<file path="src/rtl/core/hctp_pkg.sv">
// package for the hex colour text parser
// holds the beat structs, the parse phase enum and the character class struct
// no dependencies
package hctp_pkg;

    localparam int unsigned CharWidth  = 8;
    localparam int unsigned ByteWidth  = 8;
    localparam int unsigned NibWidth   = 4;
    localparam int unsigned AccWidth   = 24;
    localparam int unsigned CountWidth = 3;

    localparam logic [CharWidth-1:0] CharHash  = 8'h23;
    localparam logic [CharWidth-1:0] CharSpace = 8'h20;
    localparam logic [CharWidth-1:0] CharTab   = 8'h09;
    localparam logic [CharWidth-1:0] CharCr    = 8'h0D;
    localparam logic [CharWidth-1:0] CharZero  = 8'h30;
    localparam logic [CharWidth-1:0] CharNine  = 8'h39;
    localparam logic [CharWidth-1:0] CharLowA  = 8'h61;
    localparam logic [CharWidth-1:0] CharLowF  = 8'h66;
    localparam logic [CharWidth-1:0] CharUpA   = 8'h41;
    localparam logic [CharWidth-1:0] CharUpF   = 8'h46;

    localparam logic [CountWidth-1:0] CountShort = 3'd3;
    localparam logic [CountWidth-1:0] CountLong  = 3'd6;
    localparam logic [CountWidth-1:0] CountOver  = 3'd7;

    // input beat
    typedef struct packed {
        logic [CharWidth-1:0] char_code;
        logic                 is_last;
    } hctp_in_t;

    // result beat
    typedef struct packed {
        logic                 color_ok;
        logic [ByteWidth-1:0] red;
        logic [ByteWidth-1:0] green;
        logic [ByteWidth-1:0] blue;
    } hctp_out_t;

    // character class handed from the classifier to the parser
    typedef struct packed {
        logic                is_space;
        logic                is_hash;
        logic                is_hex;
        logic [NibWidth-1:0] nibble;
    } hctp_class_t;

    typedef enum logic [1:0] {
        PH_LEAD,
        PH_BODY,
        PH_TRAIL,
        PH_BAD
    } hctp_phase_t;

endpackage

</file>
<file path="src/rtl/core/hctp_char_class.sv">
// character classifier for the hex colour text parser
// flags whitespace, '#' and hex digits and gives the digit value
// depends on hctp_pkg
module hctp_char_class (
    input  logic [hctp_pkg::CharWidth-1:0] char_code,
    output hctp_pkg::hctp_class_t          cls
);
    import hctp_pkg::*;

    logic [CharWidth-1:0] offset;

    // whitespace, hash and digit detection with nibble value
    always_comb begin
        cls          = '0;
        offset       = '0;
        cls.is_space = (char_code == CharSpace) || (char_code inside {[CharTab:CharCr]});
        cls.is_hash  = (char_code == CharHash);
        if (char_code inside {[CharZero:CharNine]}) begin
            offset     = char_code - CharZero;
            cls.is_hex = 1'b1;
        end else if (char_code inside {[CharLowA:CharLowF]}) begin
            offset     = char_code - CharLowA + 8'd10;
            cls.is_hex = 1'b1;
        end else if (char_code inside {[CharUpA:CharUpF]}) begin
            offset     = char_code - CharUpA + 8'd10;
            cls.is_hex = 1'b1;
        end
        cls.nibble = offset[NibWidth-1:0];
    end

endmodule

</file>
<file path="src/rtl/core/hctp_parser.sv">
// parse state of the hex colour text parser: phase, digit count, nibble shift register
// steps once per character and forms the colour for the final character
// depends on hctp_pkg
module hctp_parser (
    input  logic                  aclk,
    input  logic                  aresetn,
    input  logic                  step_en,
    input  logic                  is_last,
    input  hctp_pkg::hctp_class_t cls,
    output hctp_pkg::hctp_out_t   result
);
    import hctp_pkg::*;

    hctp_phase_t           phase_reg, phase_next;
    logic [CountWidth-1:0] count_reg, count_next;
    logic [AccWidth-1:0]   acc_reg, acc_next;
    logic                  take_digit;

    // next phase, count and accumulator for this character
    always_comb begin
        phase_next = phase_reg;
        count_next = count_reg;
        acc_next   = acc_reg;
        take_digit = 1'b0;
        case (phase_reg)
            PH_LEAD: begin
                if (cls.is_space) begin
                    phase_next = PH_LEAD;
                end else if (cls.is_hash) begin
                    phase_next = PH_BODY;
                end else if (cls.is_hex) begin
                    take_digit = 1'b1;
                end else begin
                    phase_next = PH_BAD;
                end
            end
            PH_BODY: begin
                if (cls.is_space) begin
                    phase_next = PH_TRAIL;
                end else if (cls.is_hex) begin
                    take_digit = 1'b1;
                end else begin
                    phase_next = PH_BAD;
                end
            end
            PH_TRAIL: begin
                if (!cls.is_space) begin
                    phase_next = PH_BAD;
                end
            end
            default: begin
                phase_next = PH_BAD;
            end
        endcase
        // a seventh digit marks the string bad
        if (take_digit) begin
            if (count_reg >= CountLong) begin
                count_next = CountOver;
                phase_next = PH_BAD;
            end else begin
                acc_next   = {acc_reg[AccWidth-NibWidth-1:0], cls.nibble};
                count_next = count_reg + 3'd1;
                phase_next = PH_BODY;
            end
        end
    end

    // colour from the state after this character
    always_comb begin
        result = '0;
        if (phase_next != PH_BAD && phase_next != PH_LEAD) begin
            if (count_next == CountLong) begin
                result.color_ok = 1'b1;
                result.red      = acc_next[23:16];
                result.green    = acc_next[15:8];
                result.blue     = acc_next[7:0];
            end else if (count_next == CountShort) begin
                result.color_ok = 1'b1;
                result.red      = {acc_next[11:8], acc_next[11:8]};
                result.green    = {acc_next[7:4], acc_next[7:4]};
                result.blue     = {acc_next[3:0], acc_next[3:0]};
            end
        end
    end

    // state registers, back to reset values after the final character
    always_ff @(posedge aclk) begin
        if (!aresetn) begin
            phase_reg <= PH_LEAD;
            count_reg <= '0;
            acc_reg   <= '0;
        end else if (step_en) begin
            if (is_last) begin
                phase_reg <= PH_LEAD;
                count_reg <= '0;
                acc_reg   <= '0;
            end else begin
                phase_reg <= phase_next;
                count_reg <= count_next;
                acc_reg   <= acc_next;
            end
        end
    end

    a_over_is_bad: assert property (@(posedge aclk) disable iff (!aresetn)
        count_reg == CountOver |-> phase_reg == PH_BAD)
        else $error("digit count overflow without bad phase");

    a_clear_after_last: assert property (@(posedge aclk) disable iff (!aresetn)
        step_en && is_last |=> phase_reg == PH_LEAD && count_reg == '0 && acc_reg == '0)
        else $error("parse state not cleared after final character");

    a_lead_no_digits: assert property (@(posedge aclk) disable iff (!aresetn)
        phase_reg == PH_LEAD |-> count_reg == '0)
        else $error("digits counted in leading phase");

endmodule

</file>
<file path="src/rtl/core/hex_color_text_parser.sv">
// top level of the hex colour text parser
// input register, parse step and result register with valid/ready on both sides
// depends on hctp_pkg, hctp_char_class, hctp_parser
//
//  channel | ports                     | beat
//  --------+---------------------------+-------------------------------------
//  input   | s_valid s_ready s_data    | one character, last flag
//  result  | m_valid m_ready m_data    | colour ok flag, red, green, blue
//
// one character per cycle sustained, unless a final character waits for a stalled
// result; a final character passes the input register, then the result register
// characters that are not final pass the parse step without using the result register
// a stalled result holds only a final character in the input register
// synchronous active-low reset empties both registers and clears the parse state
module hex_color_text_parser (
    input  logic                 aclk,
    input  logic                 aresetn,
    input  logic                 s_valid,
    output logic                 s_ready,
    input  hctp_pkg::hctp_in_t   s_data,
    output logic                 m_valid,
    input  logic                 m_ready,
    output hctp_pkg::hctp_out_t  m_data
);
    import hctp_pkg::*;

    logic        in_valid_reg;
    hctp_in_t    in_data_reg;
    hctp_out_t   out_data_reg;
    logic        out_valid_reg;
    logic        out_free;
    logic        step_en;
    logic        load_out;
    hctp_class_t cls;
    hctp_out_t   result;

    // handshake and advance
    assign out_free = !out_valid_reg || m_ready;
    assign step_en  = in_valid_reg && (!in_data_reg.is_last || out_free);
    assign load_out = step_en && in_data_reg.is_last;
    assign s_ready  = !in_valid_reg || step_en;
    assign m_valid  = out_valid_reg;
    assign m_data   = out_data_reg;

    // input register
    always_ff @(posedge aclk) begin
        if (!aresetn) begin
            in_valid_reg <= 1'b0;
        end else if (s_ready) begin
            in_valid_reg <= s_valid;
        end
    end

    always_ff @(posedge aclk) begin
        if (s_valid && s_ready) begin
            in_data_reg <= s_data;
        end
    end

    hctp_char_class u_class (
        .char_code (in_data_reg.char_code),
        .cls       (cls)
    );

    hctp_parser u_parser (
        .aclk    (aclk),
        .aresetn (aresetn),
        .step_en (step_en),
        .is_last (in_data_reg.is_last),
        .cls     (cls),
        .result  (result)
    );

    // result register
    always_ff @(posedge aclk) begin
        if (!aresetn) begin
            out_valid_reg <= 1'b0;
        end else if (load_out) begin
            out_valid_reg <= 1'b1;
        end else if (m_ready) begin
            out_valid_reg <= 1'b0;
        end
    end

    always_ff @(posedge aclk) begin
        if (load_out) begin
            out_data_reg <= result;
        end
    end

    a_invalid_is_zero: assert property (@(posedge aclk) disable iff (!aresetn)
        m_valid && !m_data.color_ok |-> m_data.red == '0 && m_data.green == '0
            && m_data.blue == '0)
        else $error("invalid colour with nonzero bytes");

    a_empty_takes: assert property (@(posedge aclk) disable iff (!aresetn)
        !in_valid_reg |-> s_ready)
        else $error("empty input register refuses a beat");

    a_no_overwrite: assert property (@(posedge aclk) disable iff (!aresetn)
        out_valid_reg && !m_ready |-> !load_out)
        else $error("result register overwritten while stalled");

endmodule
</file>
<file path="config.mk">
export PLATFORM = sky130hd
export DESIGN_NAME = hex_color_text_parser
export DESIGN_NICKNAME = d
export VERILOG_FILES = /design/src/rtl/core/hctp_pkg.sv /design/src/rtl/core/hctp_char_class.sv /design/src/rtl/core/hctp_parser.sv /design/src/rtl/core/hex_color_text_parser.sv
export SDC_FILE = /design/constraint.sdc
export NUM_CORES = 1
export LEC_CHECK = 0
export ABC_AREA = 1
export BUFFER_PORTS_ARGS = -buffer_cell sky130_fd_sc_hd__buf_2
export CORE_MARGIN = 10
export CORE_UTILIZATION = 45
export CTS_BUF_LIST = sky130_fd_sc_hd__clkbuf_16
export DETAILED_ROUTE_END_ITERATION = 6
export GPL_ROUTABILITY_DRIVEN = 0
export HOLD_SLACK_MARGIN = 0.15
export SYNTH_ARGS = -nofsm -noshare
export SYNTH_HDL_FRONTEND = slang
export SYNTH_HIERARCHICAL = 1
export SYNTH_SLANG_ARGS = --single-unit
</file>
<file path="constraint.sdc">
create_clock -name aclk -period 2.91 [get_ports aclk]
set_clock_uncertainty 0.1 [all_clocks]
set_input_delay 0.582 -clock aclk [delete_from_list [all_inputs] [get_ports aclk]]
set_output_delay 0.582 -clock aclk [all_outputs]
set_load 0.01 [all_outputs]
</file>
; After elaboration in Yosys (flattened, before gate mapping)
; Cells that the tools add are included.
[totals]
ff_bits = 65
inputBits = 13
out_inout_bits = 27
wordCells = 81
[op_classes]
addsub = 6
magnitude_cmp = 9
eq_ne = 7
muxes = 30
reduce_logical = 18
[op_table]
columns = op, count
row1 = two-way mux 24 bit, 3
row2 = two-way mux 25 bit, 2
row3 = equality test 8 x 6 -> 1 bit (second input constant), 2
row4 = >= comparator 8 x 7 -> 1 bit (second input constant), 2
row5 = <= comparator 8 x 7 -> 1 bit (second input constant), 2
row6 = two-way mux 2 bit, 8
row7 = two-way mux 4 bit, 3
row8 = subtractor 4 x 1 -> 4 bit (second input constant), 3
row9 = two-way mux 1 bit, 9
row10 = two-way mux 3 bit, 3
row11 = adder 4 bit (second input constant), 2
row12 = >= comparator 8 x 4 -> 1 bit (second input constant), 1
row13 = >= comparator 8 x 6 -> 1 bit (second input constant), 1
row14 = <= comparator 8 x 4 -> 1 bit (second input constant), 1
row15 = <= comparator 8 x 6 -> 1 bit (second input constant), 1
row16 = logical AND 1 bit, 8
row17 = case mux 2 bit (3 select lines), 1
row18 = logical OR 1 bit, 4
row19 = nonzero test 2 bit, 2
row20 = adder 3 x 1 -> 3 bit (second input constant), 1
row21 = equality test 3 x 2 -> 1 bit (second input constant), 1
row22 = equality test 3 bit (second input constant), 1
row23 = >= comparator 3 bit (second input constant), 1
row24 = zero test 1 bit, 3
row25 = 5 further kinds, 5

; Longest topological paths before layout
[depth]
depth_word = 13
ltp_mapped = 18
ltp_nobuf = 16

; Hierarchy
; Netlist, hierarchy kept.
[modules_own_cells]
columns = mod, instances, cells_per_inst, area_per_inst_um2, seq_area_each_um2
row1 = hctp_parser, 1, 364, 2164.6, 580.6
row2 = hex_color_text_parser, 1, 53, 1142.3, 1061.0
row3 = hctp_char_class, 1, 44, 261.5, 0.0

; Least setup slack after synthesis
; No wires, ideal clock.
[synth_path]
path_type = register -> register
from = register in_data_reg[1] in the netlist's numbering
to = register out_data_reg (netlist bit m_data[14]), data pin
setup_time_ns = 0.253
arrival_time_ns = 2.030
required_time_ns = 2.557
path_slack_ns = 0.526
path_stages_with_launch = 18
path_buffers = 2
period_less_slack_ns = 2.384
cell_sequence = edfxtp_1 ha_1 inv_1 nand3_2 nand3_1 a21oi_1 inv_1 nand3_2 nor2_4 buf_6 nand2_1 nand2_2 nand2_2 nor2_2 buf_4 nand2_1 nand2_1 nor2_2
[synth_lines]
columns = element, line_no
row1 = "start, declared", hex_color_text_parser.sv:28  ; hctp_in_t in_data_reg;
row2 = "start signal, assigned", hex_color_text_parser.sv:56  ; in_data_reg <= s_data;
row3 = "end signal, assigned", hex_color_text_parser.sv:87  ; out_data_reg <= result;
row4 = "end, declared", hex_color_text_parser.sv:29  ; hctp_out_t out_data_reg;

==> reports/summary.txt <==
Data required, critical path - 2.89 ns
Worst R2R Setup Slack - 0.20 ns
register clock-pin slew on the reported worst setup and hold paths - 0.05 ns
die height - 109 um
CORE AREA - 7730 sq um
Startpoint Class - flip-flop
GRT Total Usage - 13.6%
Post-synth EDFFs - 34
# hold bufs at CTS - 0
via count - 3000
CP Class - reg2reg
Setup crit end kind - flip-flop
fin crit share - 93.0%
Sink Count - 65
switching fraction of total power - 21.8%
H-tree Lvls - 3
WL per Instance - 12.6 um
Primary FF master, synth - edfxtp_1
drt drc - 0
Die ar. - 11900 sq um
RSZ-0062 raised after global routing - no
synthesized instance count - 461
pin count of the biggest net entering global routing - 37
crit-path cells - ha_2 > inv_1 > nand3_2 > nand3_1 > a21oi_2 > inv_1 > nand3_2 > nor2_4 > buf_6 > nand2_1 > nand2_1 > nand2_2 > nor2_4 > buf_6 > nand2_1 > nand2_1 > nor2_2
Hold Violations, Final - 0
DRT Wirelength - 7650 um
layout cell share with drive strength beyond 1 - 23.0%
Synthesized Nets - 479
diode count - 0
Slowest-stage cell, CP - edfxtp_1
Die X - 109 um
Initial Util - 46.2%
Buf/Inv on CP - 4
internal power - 1.88 mW
setup_tns - 0 ns
first-pass GRT wire length - 13100 um
R2R Path End - m_data[17]
clk buf depth - 2
reported net switching power - 0.526 mW
Mapped Avg Cell Area - 7.74 sq um
Num CTS Buffers - 9
first drt pass iteration count - 5
sequential area share after synthesis - 46.0%
worst hold path startpoint - s_data[5]
power per cell area - 569 nW/um^2
Clk pwr share - 50.9%
Comb pwr share - 7.5%
fmax - 0.370 GHz
family with the most delay on the worst path - simple AND/OR/NAND/NOR gates
top cell type's share of synthesized area - 28.6%
ranking of synthesized cells by area - edfxtp_1 29%, dfxtp_1 17%, nand2_1 16%, inv_1 5.5%, a21oi_1 4.5%
Crit Reg-Reg Startpoint - in_data_reg[1]
maximum vdd ir drop - 0.338 mV
global route total overflow - 0
synthesized area - 3570 sq um
worst-skew pair later-pin latency - 0.33 ns
max reg flops - 25
# IOs - 40
Slew Viols, Final - 0
data arrival time of the worst path - 2.68 ns
row count - 32
Leakage Power - 1.64 nW
Synth async-reset ratio - 0%
distinct cell type count of the synthesized netlist - 29
Final min period - 2.71 ns
CP startpoint - in_data_reg[1]
Worst Hold Class - in2reg
max incr delay on CP - 0.46 ns
Syn. warnings - 6
crit-path max FO - 11
nets@finish - 517
Port Buffers - 39
CTS tree - built
cell count along the critical path - 17
setup violators final - 0
actual slew at the worst max-slew pin - 0.461 ns
initial antenna violation count - 0
R2R depth - 17
Layout area overhead - 18.7%
Seq pwr share - 41.7%
dpl hpwl - 5300 um
relative slew slack - 68.9%
FF+latch count, synth - 65
1st-iter DRT viols - 134
status - complete, no violations
MaxCap Viol Count - 0
dominant cell type by area after synthesis - edfxtp_1
CTS Root Cell - clkbuf_16
worst hold endpoint - in_data_reg[5]
Hold Path Depth - 1
post-route ant nets - 0
vias in the first global route - 2941
Worst path most repeated cell - nand2_1
DR vias/cell - 4.95
WHS - 0.329 ns
## timing repair
item	CTS	global route
buffers inserted	0	0
resized for setup	0	12
endpoints found under the setup margin	0	25
## metal layers
metal | track usage [%] | part of all wire (%)
met1 | 16.7 | 46
met4 | 6.78 | 1.8
met2 | 21.3 | 45
met3 | 3.72 | 7.5
met5 | 0 | 0
## Yosys cell counts, types with 3 or more instances
cell type / instances
buf_2: 6
inv_2: 3
a21oi_1: 32
nand3_1: 17
buf_6: 4
dfxtp_1: 31
ha_1: 5
nand2_2: 8
edfxtp_1: 34
nand2_1: 155
inv_1: 52
nand3_2: 4
nor2_1: 14
clkbuf_1: 8
nor2_2: 22
nor2_4: 4
o211ai_1: 17
o21ai_0: 29
## logic make-up after synthesis
kind of cell | count (synthesis) | synth area share [%]
fa+ha+maj | 5 | 1.75
buf+inv | 77 | 9.36
compound gates | 81 | 12.7
simple gates | 233 | 30.2
flops | 65 | 46.0
## cells in the final DEF (no fill, tap or decap), types with 2 or more instances in the layout
cell          n
nand4_1       2
edfxtp_1     34
dfxtp_1      31
inv_1        51
nand3_1      16
nand3_2       5
a21oi_2       2
buf_6         3
nor2_4        5
ha_2          2
buf_2        39
nand2_1     155
ha_1          3
nor3_1        2
buf_4         6
nor2_2       21
nand2_2       8
o211ai_1     17
clkinvlp_4    2
inv_2         4
a21oi_1      31
clkbuf_16     9
nor2_1       14
bufinv_16     3
o21ai_0      29
## worst max-delay path by stage
stage                 end
2_1_floorplan  m_data[14]
3_3_place_gp   m_data[17]
3_5_place_dp    m_data[4]
4_1_cts         m_data[4]
5_1_grt        m_data[11]
6_report       m_data[17]
## through the flow
step / cell area [sq um] / worst slack [ns] / std cells / total power, mW / util [%]
2_1_floorplan: 3570 / 0.526 / 461 / 1.14 / -
3_3_place_gp: 3840 / 0.232 / 589 / 1.20 / 49.7
3_5_place_dp: 3840 / 0.165 / 589 / 1.20 / 49.7
4_1_cts: 4190 / 0.145 / 605 / 2.43 / 54.2
5_1_grt: 4230 / 0.0146 / 606 / 2.50 / 54.8
6_report: 4230 / 0.204 / 606 / 2.41 / 54.8
## final cells by class
type / count / area (sq um)
well taps: 102 / 128
fillers: 698 / 3490
multi-input cells: 319 / 1620
clock buffers: 9 / 225
clock inverters: 7 / 119
repair buffers: 49 / 294
flip-flops and latches: 65 / 1640
inverters: 55 / 206
## power by group through the flow
stage	clock network [mW]	registers, mW	logic (mW)
5_1_grt	1.29	1.01	0.202
4_1_cts	1.25	1.00	0.178
3_3_place_gp	0	1.02	0.175
6_report	1.22	1.00	0.179
3_5_place_dp	0	1.02	0.177
2_1_floorplan	0	1.03	0.114
No activity file was read; power rests on OpenSTA's default activity.
